$ cat config.mk
export PLATFORM = sky130hd
export DESIGN_NAME = hba_bin_map
export DESIGN_NICKNAME = d
export VERILOG_FILES = /design/src/assert_macros.svh /design/src/hba_pkg.sv /design/src/hba_bin_map.sv
export SDC_FILE = /design/constraint.sdc
export NUM_CORES = 1
export LEC_CHECK = 0
export BUFFER_PORTS_ARGS = -buffer_cell sky130_fd_sc_hd__buf_2
export CORE_ASPECT_RATIO = 0.9
export CORE_UTILIZATION = 57
export DETAILED_ROUTE_END_ITERATION = 10
export PLACE_DENSITY = 0.81
export SLEW_MARGIN = 10
export SYNTH_ARGS = -nofsm -noshare
export SYNTH_HDL_FRONTEND = slang
export SYNTH_SLANG_ARGS = --single-unit
$ cat constraint.sdc
create_clock -name vclk -period 9
set_input_delay 1.35 -clock vclk [all_inputs]
set_output_delay 1.35 -clock vclk [all_outputs]
set_load 0.03 [all_outputs]
$ cat src/assert_macros.svh
// ---------------------------------------------------------------------------
// Assertion macros
// Shared concurrent assertion forms for the histogram accumulator.
// ---------------------------------------------------------------------------
`ifndef ASSERT_MACROS_SVH
`define ASSERT_MACROS_SVH

// The property must hold at every clock edge outside reset.
`define HBA_ASSERT(lbl, clk, rstn, prop) \
  lbl: assert property (@(posedge clk) disable iff (!(rstn)) (prop)) \
    else $error("assertion failed");

// The condition must never be true outside reset.
`define HBA_ASSERT_NEVER(lbl, clk, rstn, cond) \
  lbl: assert property (@(posedge clk) disable iff (!(rstn)) !(cond)) \
    else $error("forbidden condition seen");

`endif

$ cat src/hba_pkg.sv
`timescale 1ns / 1ps
// ---------------------------------------------------------------------------
// Histogram accumulator package
// Beat types, status codes, operation codes and register indexes.
// ---------------------------------------------------------------------------
package hba_pkg;

  localparam logic OP_ADD  = 1'b0;
  localparam logic OP_READ = 1'b1;

  localparam logic [1:0] ST_IN_RANGE = 2'd0;
  localparam logic [1:0] ST_BELOW    = 2'd1;
  localparam logic [1:0] ST_ABOVE    = 2'd2;

  localparam logic CFG_BIN_ORIGIN = 1'b0;
  localparam logic CFG_BIN_SHIFT  = 1'b1;

  localparam int unsigned SHIFT_RESET = 16;

  typedef struct packed {
    logic               op;
    logic signed [31:0] sample;
    logic        [9:0]  read_index;
  } in_item_t;

  typedef struct packed {
    logic        [31:0] total_count;
    logic        [10:0] lowest_bin;
    logic signed [10:0] highest_bin;
    logic signed [31:0] min_sample;
    logic signed [31:0] max_sample;
  } stats_t;

  typedef struct packed {
    logic        [9:0]  bin_index;
    logic        [31:0] bin_count;
    logic        [1:0]  status;
    logic        [31:0] total_count;
    logic        [10:0] lowest_bin;
    logic signed [10:0] highest_bin;
    logic signed [31:0] min_sample;
    logic signed [31:0] max_sample;
  } out_item_t;

endpackage

$ cat src/hba_bin_map.sv
`timescale 1ns / 1ps
// ---------------------------------------------------------------------------
// Bin mapper
// Maps a sample or a read request to a bin index and a range status.
// ---------------------------------------------------------------------------
module hba_bin_map #(
  parameter int NBINS = 1024
) (
  input  hba_pkg::in_item_t          item_i,
  input  logic signed [31:0]         origin_i,
  input  logic        [4:0]          shift_i,
  output logic [$clog2(NBINS)-1:0]   idx_o,
  output logic [1:0]                 status_o
);

  localparam int BIN_W = $clog2(NBINS);
  localparam logic [BIN_W-1:0] LAST_IDX = BIN_W'(NBINS - 1);
  localparam logic signed [33:0] NBINS_S = 34'(NBINS);
  localparam logic [31:0] NBINS_U = 32'(NBINS);

  logic signed [33:0] diff;
  logic signed [33:0] bin_raw;
  logic               rd_over;

  assign diff = {{2{item_i.sample[31]}}, item_i.sample}
              - {{2{origin_i[31]}}, origin_i} - 34'sd1;
  assign bin_raw = diff >>> shift_i;
  assign rd_over = {22'd0, item_i.read_index} >= NBINS_U;

  always_comb begin
    idx_o    = '0;
    status_o = hba_pkg::ST_IN_RANGE;
    if (item_i.op == hba_pkg::OP_ADD) begin
      if (bin_raw[33]) begin
        idx_o    = '0;
        status_o = hba_pkg::ST_BELOW;
      end else if (bin_raw >= NBINS_S) begin
        idx_o    = LAST_IDX;
        status_o = hba_pkg::ST_ABOVE;
      end else begin
        idx_o = bin_raw[BIN_W-1:0];
      end
    end else begin
      if (rd_over) begin
        idx_o    = LAST_IDX;
        status_o = hba_pkg::ST_ABOVE;
      end else begin
        idx_o = BIN_W'(item_i.read_index);
      end
    end
  end

endmodule

==> results.md <==
* Die footprint at 9540 sq um
* Post-CTS setup buffers at 0
* Die W at 103 microns
* Floorplan row count at 32
* Synthesized net count at 916
* Library cell with the largest summed area after synthesis: sky130_fd_sc_hd__ha_1
* Layout Area Growth over Synthesis at 6.45%
* Overall overflow remaining after global route at 0
* YS warnings at 0
* Cell types with the largest area share after synthesis: sky130_fd_sc_hd__ha_1, sky130_fd_sc_hd__nand2_1, sky130_fd_sc_hd__a21oi_1, sky130_fd_sc_hd__nor2_1, sky130_fd_sc_hd__mux2i_1
* Leak Pwr at 2.35 nW
* Routed WL per cell at 19.1 microns
* Antenna cells at 0
* Layout cell share with drive strength beyond 1 at 0.181
* Wire length of the first global-routing pass at 30000 microns
* Switch share at 0.635
* Post-placement cell area at 5550 sq um
* Worst-margin pin slew at 1.15 ns
* Pint at 182 uW
* Data arrival time of the critical path at 5.97 ns
* Hold WC Path Type: in -> out
* Vias in the first global route at 6063
* Input/output buffers at 92
* First-pass detailed-route iteration total at 6
* Count of vias placed by the detailed router at 6736
* Part of the total power dissipated in sequential elements at 0
* Share of the yosys chip area belonging to registers at 0
* Final design instance area without fill at 5550 sq um
* Destination of the critical timing path: idx_o[6]
* Worst endpoint required time at 7.65 ns
* Distinct cell type count of the synthesized netlist at 89
* Critical-path cell with the highest stage delay: sky130_fd_sc_hd__or4_4
* CTS hold repair buffers at 0
* Area of the core at 8730 sq um
* Antenna violations before repair at 0
* Area share of the leading cell type in the synthesized netlist at 0.0767
* Synthesized area per cell at 6.50 sq um
* Drt drc at 0
* Post-DRT Antenna Nets at 0
* Outcome: completed
* Routability Congestion at 0.960
* Maximum single-stage delay on the critical path at 0.59 ns
* Final Hold Fails at 0
* Synthesized area at 5220 sq um
* Hold path startpoint: item_i[4]
* Initial standard-cell utilization of the core at 0.598
* Post-layout minimum cycle time at 7.32 ns
* Detailed router's first-iteration violation count at 698
* Number of sequential storage elements at 0
* # IOs at 92
* Clock power frac at 0
* Share of power burned in combinational logic at 1.000
* Clock Buffer Count at 0
* CTS-repair resized insts at 0
* CP Launch Point: origin_i[28]
* Count of endpoints failing setup in the final report at 0
* Number of instances in the synthesized netlist at 803
* RSZ-0062 raised after global routing: false
* Switching power total at 317 uW
* Largest fanout of any net on the critical path at 12
* Endpoint kind of the worst setup timing path: output pin
* Worst voltage drop across the vdd grid at 0.0458 mV
* Cell area power density at 89.7 nW/um^2
* Final HPWL from detailed placement at 14500 microns
* Maximum Capacitance Violations at 0
* Total wire length after detailed routing at 18400 microns
* Floorplan die height at 92.8 microns
* Maximum operating frequency at 137 MHz
* Area occupied by registers at 0 sq um
* Worst Setup Start Kind: input pin
* Number of vias per cell after detailed routing at 7.00
* Ordered cell list for the critical path: buf_2 > inv_1 > ha_1 > and4_1 > nand2_1 > or4_4 > a211o_1 > a211oi_2 > a32oi_1 > a2bb2oi_1 > o2111ai_1 > or4_4 > o21ai_2 > o2111ai_1 > buf_2
* Largest net degree at the start of global routing at 60
* Global router's overall resource usage at 0.388
* Worst relative slew slack at 0.225
* Number of nets in the final layout at 958
* Max-slew violation total from the final report at 0
* Sum of negative setup slack at 0 ns
* Final worst-path cycle share at 0.813
* Class of the most critical setup path: in -> out
## power by group through the flow
stage	Combinational [mW]	Clock, mW	Sequential, mW
2_1_floorplan	0.368	0	0
6_report	0.498	0	0
5_1_grt	0.537	0	0
4_1_cts	0.483	0	0
3_3_place_gp	0.474	0	0
3_5_place_dp	0.480	0	0
## metrics by stage
step	std cells	util	power [mW]	worst slack (ns)	hold slack [ns]
after CTS	962	0.636	0.483	1.85	3.09
after detailed placement	962	0.636	0.480	1.87	3.08
after global placement	962	0.636	0.474	1.88	3.08
after global routing	962	0.636	0.537	1.53	3.12
after floorplan	803	-	0.368	2.53	2.99
final	962	0.636	0.498	1.68	3.09
## critical path: cells and delay by family
family	cells	cell delay, ns
AO/OA/AOI/OAI	7	2.14
AND/OR/NAND/NOR	4	1.63
adder cells (fa/ha/maj)	1	0.52
buffers and inverters	3	0.31
## worst min-delay path by stage
stage               endpoint  depth (start not counted)
detailed placement  idx_o[4]                          4
global route        idx_o[6]                          4
global placement    idx_o[4]                          4
CTS                 idx_o[4]                          4
finish              idx_o[4]                          4
floorplan           idx_o[0]                          2
## cells by family after synthesis
kind of cell / Yosys count / synth area share
AND/OR/NAND/NOR: 316 / 0.301
multiplexers: 38 / 0.0878
adder cells (fa/ha/maj): 33 / 0.0806
XOR/XNOR: 15 / 0.0252
AO/OA/AOI/OAI: 297 / 0.411
buffers and inverters: 104 / 0.0947
## cells in the final DEF (no fill, tap or decap), drive strengths merged, types with 18 or more instances in the layout
master / synthesis / final
nor2: 64 / 64
nand3: 30 / 30
mux2i: 24 / 24
nand4: 34 / 34
inv: 43 / 43
nor3: 32 / 32
nand2: 93 / 93
a21oi: 68 / 68
o21ai: 41 / 41
a21o: 18 / 18
ha: 32 / 32
o211ai: 22 / 22
buf: 28 / 99
## per-layer routing
| layer | track usage | part of all wire | vias to the layer above |
|---|---|---|---|
| met1 | 0.511 | 0.41 | 3058 |
| met3 | 0.0574 | 0.11 | 62 |
| met2 | 0.647 | 0.45 | 437 |
| met4 | 0.113 | 0.036 | 0 |
| met5 | 0 | 0 | - |
| li1 | - | - | 3179 |
## synth_stat cells, types with 22 or more instances
cell,instances
sky130_fd_sc_hd__nand2_1,93
sky130_fd_sc_hd__a21oi_1,65
sky130_fd_sc_hd__nor2_1,64
sky130_fd_sc_hd__inv_1,42
sky130_fd_sc_hd__nand4_1,34
sky130_fd_sc_hd__ha_1,32
sky130_fd_sc_hd__nor3_1,30
sky130_fd_sc_hd__o21ai_0,30
sky130_fd_sc_hd__nand3_1,29
sky130_fd_sc_hd__clkbuf_1,28
sky130_fd_sc_hd__mux2i_1,23
sky130_fd_sc_hd__o211ai_1,22
## cell type report
class                           count  area (sq um)
Timing Repair Buffer               99           513
Tap cell                          119           149
Multi-Input combinational cell    699          4720
Fill cell                         881          3170
Inverter                           45           169
Power figures use the tool's default switching activity.
