<file path="src/assert_macros.svh">
// ---------------------------------------------------------------------------
// Assertion macros
// Shared concurrent assertion forms for the histogram accumulator.
// ---------------------------------------------------------------------------
`ifndef ASSERT_MACROS_SVH
`define ASSERT_MACROS_SVH

// The property must hold at every clock edge outside reset.
`define HBA_ASSERT(lbl, clk, rstn, prop) \
  lbl: assert property (@(posedge clk) disable iff (!(rstn)) (prop)) \
    else $error("assertion failed");

// The condition must never be true outside reset.
`define HBA_ASSERT_NEVER(lbl, clk, rstn, cond) \
  lbl: assert property (@(posedge clk) disable iff (!(rstn)) !(cond)) \
    else $error("forbidden condition seen");

`endif

</file>
<file path="src/hba_pkg.sv">
`timescale 1ns / 1ps
// ---------------------------------------------------------------------------
// Histogram accumulator package
// Beat types, status codes, operation codes and register indexes.
// ---------------------------------------------------------------------------
package hba_pkg;

  localparam logic OP_ADD  = 1'b0;
  localparam logic OP_READ = 1'b1;

  localparam logic [1:0] ST_IN_RANGE = 2'd0;
  localparam logic [1:0] ST_BELOW    = 2'd1;
  localparam logic [1:0] ST_ABOVE    = 2'd2;

  localparam logic CFG_BIN_ORIGIN = 1'b0;
  localparam logic CFG_BIN_SHIFT  = 1'b1;

  localparam int unsigned SHIFT_RESET = 16;

  typedef struct packed {
    logic               op;
    logic signed [31:0] sample;
    logic        [9:0]  read_index;
  } in_item_t;

  typedef struct packed {
    logic        [31:0] total_count;
    logic        [10:0] lowest_bin;
    logic signed [10:0] highest_bin;
    logic signed [31:0] min_sample;
    logic signed [31:0] max_sample;
  } stats_t;

  typedef struct packed {
    logic        [9:0]  bin_index;
    logic        [31:0] bin_count;
    logic        [1:0]  status;
    logic        [31:0] total_count;
    logic        [10:0] lowest_bin;
    logic signed [10:0] highest_bin;
    logic signed [31:0] min_sample;
    logic signed [31:0] max_sample;
  } out_item_t;

endpackage

</file>
<file path="src/hba_stats.sv">
`timescale 1ns / 1ps
// ---------------------------------------------------------------------------
// Histogram statistics
// Sample total, occupied bin range and sample extremes.
// ---------------------------------------------------------------------------
module hba_stats #(
  parameter int NBINS = 1024
) (
  input  logic                     clk_i,
  input  logic                     rst_ni,
  input  logic                     upd_i,
  input  logic [$clog2(NBINS)-1:0] idx_i,
  input  logic signed [31:0]       sample_i,
  output hba_pkg::stats_t          stats_o
);

  `include "assert_macros.svh"

  localparam int BIN_W = $clog2(NBINS);
  localparam logic [BIN_W:0] LOW_EMPTY = (BIN_W + 1)'(NBINS);

  logic        [31:0]  total_q, total_d;
  logic        [BIN_W:0] low_q, low_d;
  logic signed [BIN_W:0] high_q, high_d;
  logic signed [31:0]  min_q, min_d;
  logic signed [31:0]  max_q, max_d;
  logic        [BIN_W:0] idx_ext;

  assign idx_ext = {1'b0, idx_i};

  always_comb begin
    total_d = total_q;
    low_d   = low_q;
    high_d  = high_q;
    min_d   = min_q;
    max_d   = max_q;
    if (upd_i) begin
      if (total_q != '1) begin
        total_d = total_q + 32'd1;
      end
      if (idx_ext < low_q) begin
        low_d = idx_ext;
      end
      if ($signed(idx_ext) > high_q) begin
        high_d = $signed(idx_ext);
      end
      if (sample_i < min_q) begin
        min_d = sample_i;
      end
      if (sample_i > max_q) begin
        max_d = sample_i;
      end
    end
  end

  always_ff @(posedge clk_i or negedge rst_ni) begin
    if (!rst_ni) begin
      total_q <= '0;
      low_q   <= LOW_EMPTY;
      high_q  <= '1;
      min_q   <= 32'sh7fffffff;
      max_q   <= 32'sh80000000;
    end else begin
      total_q <= total_d;
      low_q   <= low_d;
      high_q  <= high_d;
      min_q   <= min_d;
      max_q   <= max_d;
    end
  end

  assign stats_o.total_count = total_d;
  assign stats_o.lowest_bin  = 11'(low_d);
  assign stats_o.highest_bin = 11'(high_d);
  assign stats_o.min_sample  = min_d;
  assign stats_o.max_sample  = max_d;

  `HBA_ASSERT(a_empty_state, clk_i, rst_ni,
    (total_q == '0) |-> (low_q == LOW_EMPTY && high_q == '1))
  `HBA_ASSERT(a_bin_order, clk_i, rst_ni,
    (total_q != '0) |-> ($signed(low_q) <= high_q))
  `HBA_ASSERT(a_sample_order, clk_i, rst_ni,
    (total_q != '0) |-> (min_q <= max_q))

endmodule

</file>
<file path="config.mk">
export PLATFORM = sky130hd
export DESIGN_NAME = hba_stats
export DESIGN_NICKNAME = d
export VERILOG_FILES = /design/src/hba_pkg.sv /design/src/hba_stats.sv
export VERILOG_INCLUDE_DIRS = /design/src /design/src/src
export SDC_FILE = /design/constraint.sdc
export NUM_CORES = 1
export LEC_CHECK = 0
export BUFFER_PORTS_ARGS = -buffer_cell sky130_fd_sc_hd__clkbuf_2
export CAP_MARGIN = 40
export CORE_AREA = 2 2 146 148
export CTS_CLUSTER_SIZE = 40
export DETAILED_ROUTE_END_ITERATION = 10
export DIE_AREA = 0 0 148 150
export HOLD_SLACK_MARGIN = 0.12
export PLACE_DENSITY = 0.65
export SYNTH_ARGS = -nofsm -noshare
export SYNTH_HDL_FRONTEND = slang
export SYNTH_SLANG_ARGS = --single-unit
</file>
<file path="constraint.sdc">
create_clock -name clk_i -period 3.2 [get_ports clk_i]
set_clock_uncertainty 0.2 [all_clocks]
set_input_delay 0.16 -clock clk_i [delete_from_list [all_inputs] [get_ports clk_i]]
set_output_delay 0.16 -clock clk_i [all_outputs]
set_load 0.05 [all_outputs]
</file>
==> impl_metrics.py <==
metrics = {
    "clock_tree": {
        "clock-root-buffer": "clkbuf_16",
        "htree_levels": 4,
        "tritoncts": "yes",
        "ctsLongestPathBuffers": 2,
        "cts-buffers-inserted": 17,
        "cts_sinks": 118,
        "clock_insertion_delay_worst_skew_ps": 430,
        "clkSlewWorstSetupHoldPaths_ps": 60,
    },
    "die": {
        "die_width_um": 148,
        "total_i_o_pin_count": 163,
        "row_count": 53,
        "initial_core_util": 0.393,
        "design.die.area_mm2": 0.0222,
        "die_h_um": 150,
        "core_region_area_mm2": 0.0207,
    },
    "timing": {
        "rsz0062_at_grt": "true",
        "postLayoutSetupSlackWorst_ps": -541,
        "slew-limit-headroom": 0.539,
        "final_hold_viol_count": 0,
        "period_share": 1.17,
        "worst_pin_slew_ps": 692,
        "finalMaxSlewViolations": 0,
        "max_freq_ghz": 0.267,
        "layout_min_cycle_time_ps": 3740,
        "final-setup-viol-count": 78,
        "worst_hold_slack_ps": 111,
    },
    "min_path": {
        "min-delay-path-class": "in2async",
    },
    "synth": {
        "area_fraction_in_compound_gates_after_synthesis": 0.151,
        "syn-num-nets": 970,
        "postSynth.asyncResetShare": 1.00,
        "synth.cells.most_frequent": "89 x inv_1, 83 x ha_1, 74 x dfrtp_1, 63 x nand2_1, 61 x a21oi_1",
        "count_of_flip_flops_with_a_built_in_enable_after_synthesis": 0,
        "synth.yosys.seq_area_share": 0.370,
        "flip_flop_cell_with_the_highest_count_after_synthesis": "dfrtp_1",
        "synth_top_cell_area_share": 0.228,
        "synth-simple-area-share": 0.181,
        "synthXorXnorAreaFrac": 0.0311,
        "synthesis.area_per_instance_um2": 9.66,
        "yosys-mux-area-fraction": 0.0748,
        "number_of_cells_produced_by_synthesis": 842,
        "synth_cell_types": 57,
        "yosys_warnings": 0,
        "synthTopCellsByArea": "dfrtp_1 23%, dfstp_2 14%, ha_1 13%",
        "post_synth_instance_area_mm2": 0.00813,
        "synthAdderAreaFrac": 0.128,
        "cell_with_the_most_instances_after_synthesis": "inv_1",
        "synth_top_family_by_area": "simple AND/OR/NAND/NOR gates",
        "synth.largest_area_cell": "dfrtp_1",
        "synth-seq-cells": 118,
    },
    "job": {
        "cap_violations": 0,
    },
    "pwr": {
        "power_frac_clock": 0.105,
        "internal-power_mw": 9.42,
        "p_sw_frac": 0.485,
        "p_switching_mw": 8.89,
        "sequentialPowerShare": 0.153,
        "power.static_leakage_nw": 6.34,
        "power.ir.vdd_worst_mv": 0.881,
        "power_density_mw_per_mm2": 1270,
        "combPwrFrac": 0.742,
    },
    "detailed_routing": {
        "via_per_inst": 5.82,
        "wl_per_cell_um": 22.0,
        "dr.pass1.iters": 5,
        "drt_iter0_drc": 468,
        "detailroute.via_count": 8626,
        "drc_violations_left": 0,
        "drt.antenna.violating_nets": 0,
        "drt-total-wl_um": 32600,
    },
    "placed_design": {
        "place.detailed.hpwl_um": 16200,
        "globalplace.congestion": 0.823,
        "placement.cell_area_mm2": 0.0102,
        "buffers_on_ports": 162,
    },
    "setup_path": {
        "cp_max_fo": 5,
        "endpoint_kind": "output pin",
        "startpoint_type": "flop",
        "critPathArrivalTime_ps": 3380,
        "critical-path-max-stage-delay_ps": 440,
        "setup.worst_path.class": "reg2out",
        "regToRegSetupSlack_ps": -210,
        "cpMaxStageDelayCell": "dfrtp_1",
        "path_cells": "inv_1 -> ha_1 -> nand4_1 -> buf_4 -> nor3_2 -> a211oi_4 -> buf_6 -> buf_12 -> buf_16 -> buf_4 -> a41oi_2 -> o2111ai_2 -> buf_12",
        "required_time_worst_endpoint_ps": 2840,
    },
    "final_layout": {
        "antenna-diode-count": 0,
        "layout-drive-gt1-share": 0.523,
        "fin_util": 0.699,
        "design.final.nets": 1321,
        "syn2layout_area_growth_pct": 77.8,
        "postLayoutCellArea_mm2": 0.0145,
    },
    "grt": {
        "grt_start_max_net_pins": 101,
        "globalRouteOverflowTotal": 0,
        "number_of_global_route_vias_before_repair": 8962,
        "grt_util_all_layers": 0.275,
        "wire_length_of_the_first_global_routing_pass_um": 47600,
        "number_of_antenna_violations_at_the_first_check_in_global_routing": 1,
    },
    "status": {
        "failing_checks": "negative setup slack",
        "outcome": "finished with violations",
    },
}
logic make-up (layout without fill, tap and decap cells):
| family | after synthesis | count (layout) |
|---|---|---|
| XOR/XNOR | 28 | 28 |
| adder cells (fa/ha/maj) | 83 | 83 |
| multiplexers | 54 | 54 |
| buffers and inverters | 134 | 498 |
| AO/OA/AOI/OAI | 176 | 176 |
| flip-flops | 118 | 118 |
| AND/OR/NAND/NOR | 249 | 249 |
critical path, delay by kind of cell (launching register included):
kind	cells	cell delay (ps)
AOI/OAI and AO/OA	3	570
DFF	1	440
buffers and inverters	7	1100
adders and majority gates	1	330
and+or+nand+nor	2	520
path summary, 6_finish.rpt:
path                               from     endpoint  cells past startpoint
max in group asynchronous        rst_ni    min_q[21]                      3
min in group clk_i         sample_i[12]    max_q[12]                      4
min reg2reg                 total_q[10]  total_q[10]                      1
min                              rst_ni     max_q[7]                      2
max reg2reg                   max_q[31]     max_q[8]                     16
max                           max_q[23]   stats_o[5]                     13
power groups by stage:
stage	sequential, mW	clock (mW)	combinational, mW
3_5_place_dp	2.74	0	9.34
5_1_grt	2.88	2.01	14.2
6_report	2.81	1.92	13.6
3_3_place_gp	2.72	0	9.22
4_1_cts	2.74	1.93	12.1
2_1_floorplan	2.64	0	6.09
metal layers:
layer  vias up  global-route usage  wire, µm
met5         -                   0        13
met1      4282               0.325     12400
met3       119              0.0747      2460
li1       3825                   -         -
met2       398               0.465     16400
met4         2               0.130      1360
flip-flops by register name (all words and copies together) (netlist names):
signal	count
total_q	32
low_q	11
high_q	11
min_q	32
max_q	32
cell type report:
| cell class | count | area [µm²] |
|---|---|---|
| Tap cell | 275 | 344 |
| Clock buffer | 17 | 425 |
| Inverter | 89 | 334 |
| Fill cell | 1369 | 6230 |
| Timing Repair Buffer | 377 | 4120 |
| Clock inverter | 15 | 149 |
| Sequential cell | 118 | 3010 |
| Multi-Input combinational cell | 590 | 6080 |
stage by stage:
| step | setup TNS [ps] | cells | setup slack [ps] | power, mW |
|---|---|---|---|---|
| final | -27710 | 1481 | -541 | 18.3 |
| after global routing | -36850 | 1481 | -641 | 19.0 |
| after CTS | -20950 | 1453 | -415 | 16.8 |
| after detailed placement | -9200 | 1301 | -309 | 12.1 |
| after global placement | -10730 | 1301 | -335 | 11.9 |
| after floorplan | -1980 | 842 | -71.1 | 8.73 |
layout by cell type (no fill, tap or decap), types with 9 or more instances in the layout:
cell type      Yosys  routed
ha_1              83      75
o21ai_0           11       9
mux2_2             2      34
dlygate4sd3_1      0      48
a21oi_2            1      20
buf_4              1     111
nor2_1            11      10
dfrtp_1           74      74
a41oi_2            0      27
inv_1             89      84
buf_16             0      11
buf_12             0      49
nand4_1           20      20
xnor2_1           18      18
a21oi_4            0      15
nor3_1            11       9
nand3_4            0      29
nand2b_1          33      33
o2111ai_2          0      24
nand2_1           63      63
dfstp_2           44      44
clkbuf_2           0      77
clkbuf_16          0      22
a21oi_1           61      27
buf_8              0      40
buf_6              0      35
mux2_4             0      12
nand3_1           48      16
nand4b_1          32      32
xor2_1             9       9
what timing repair did:
item	4_1_cts	5_1_grt
hold buffers	48	0
setup endpoints to repair	81	96
buffers inserted	57	33
hold endpoints to repair	124	0
pin swaps	72	38
gates resized for setup	347	145
cloned	15	4
Note: power is estimated with default switching activity, not from simulation.
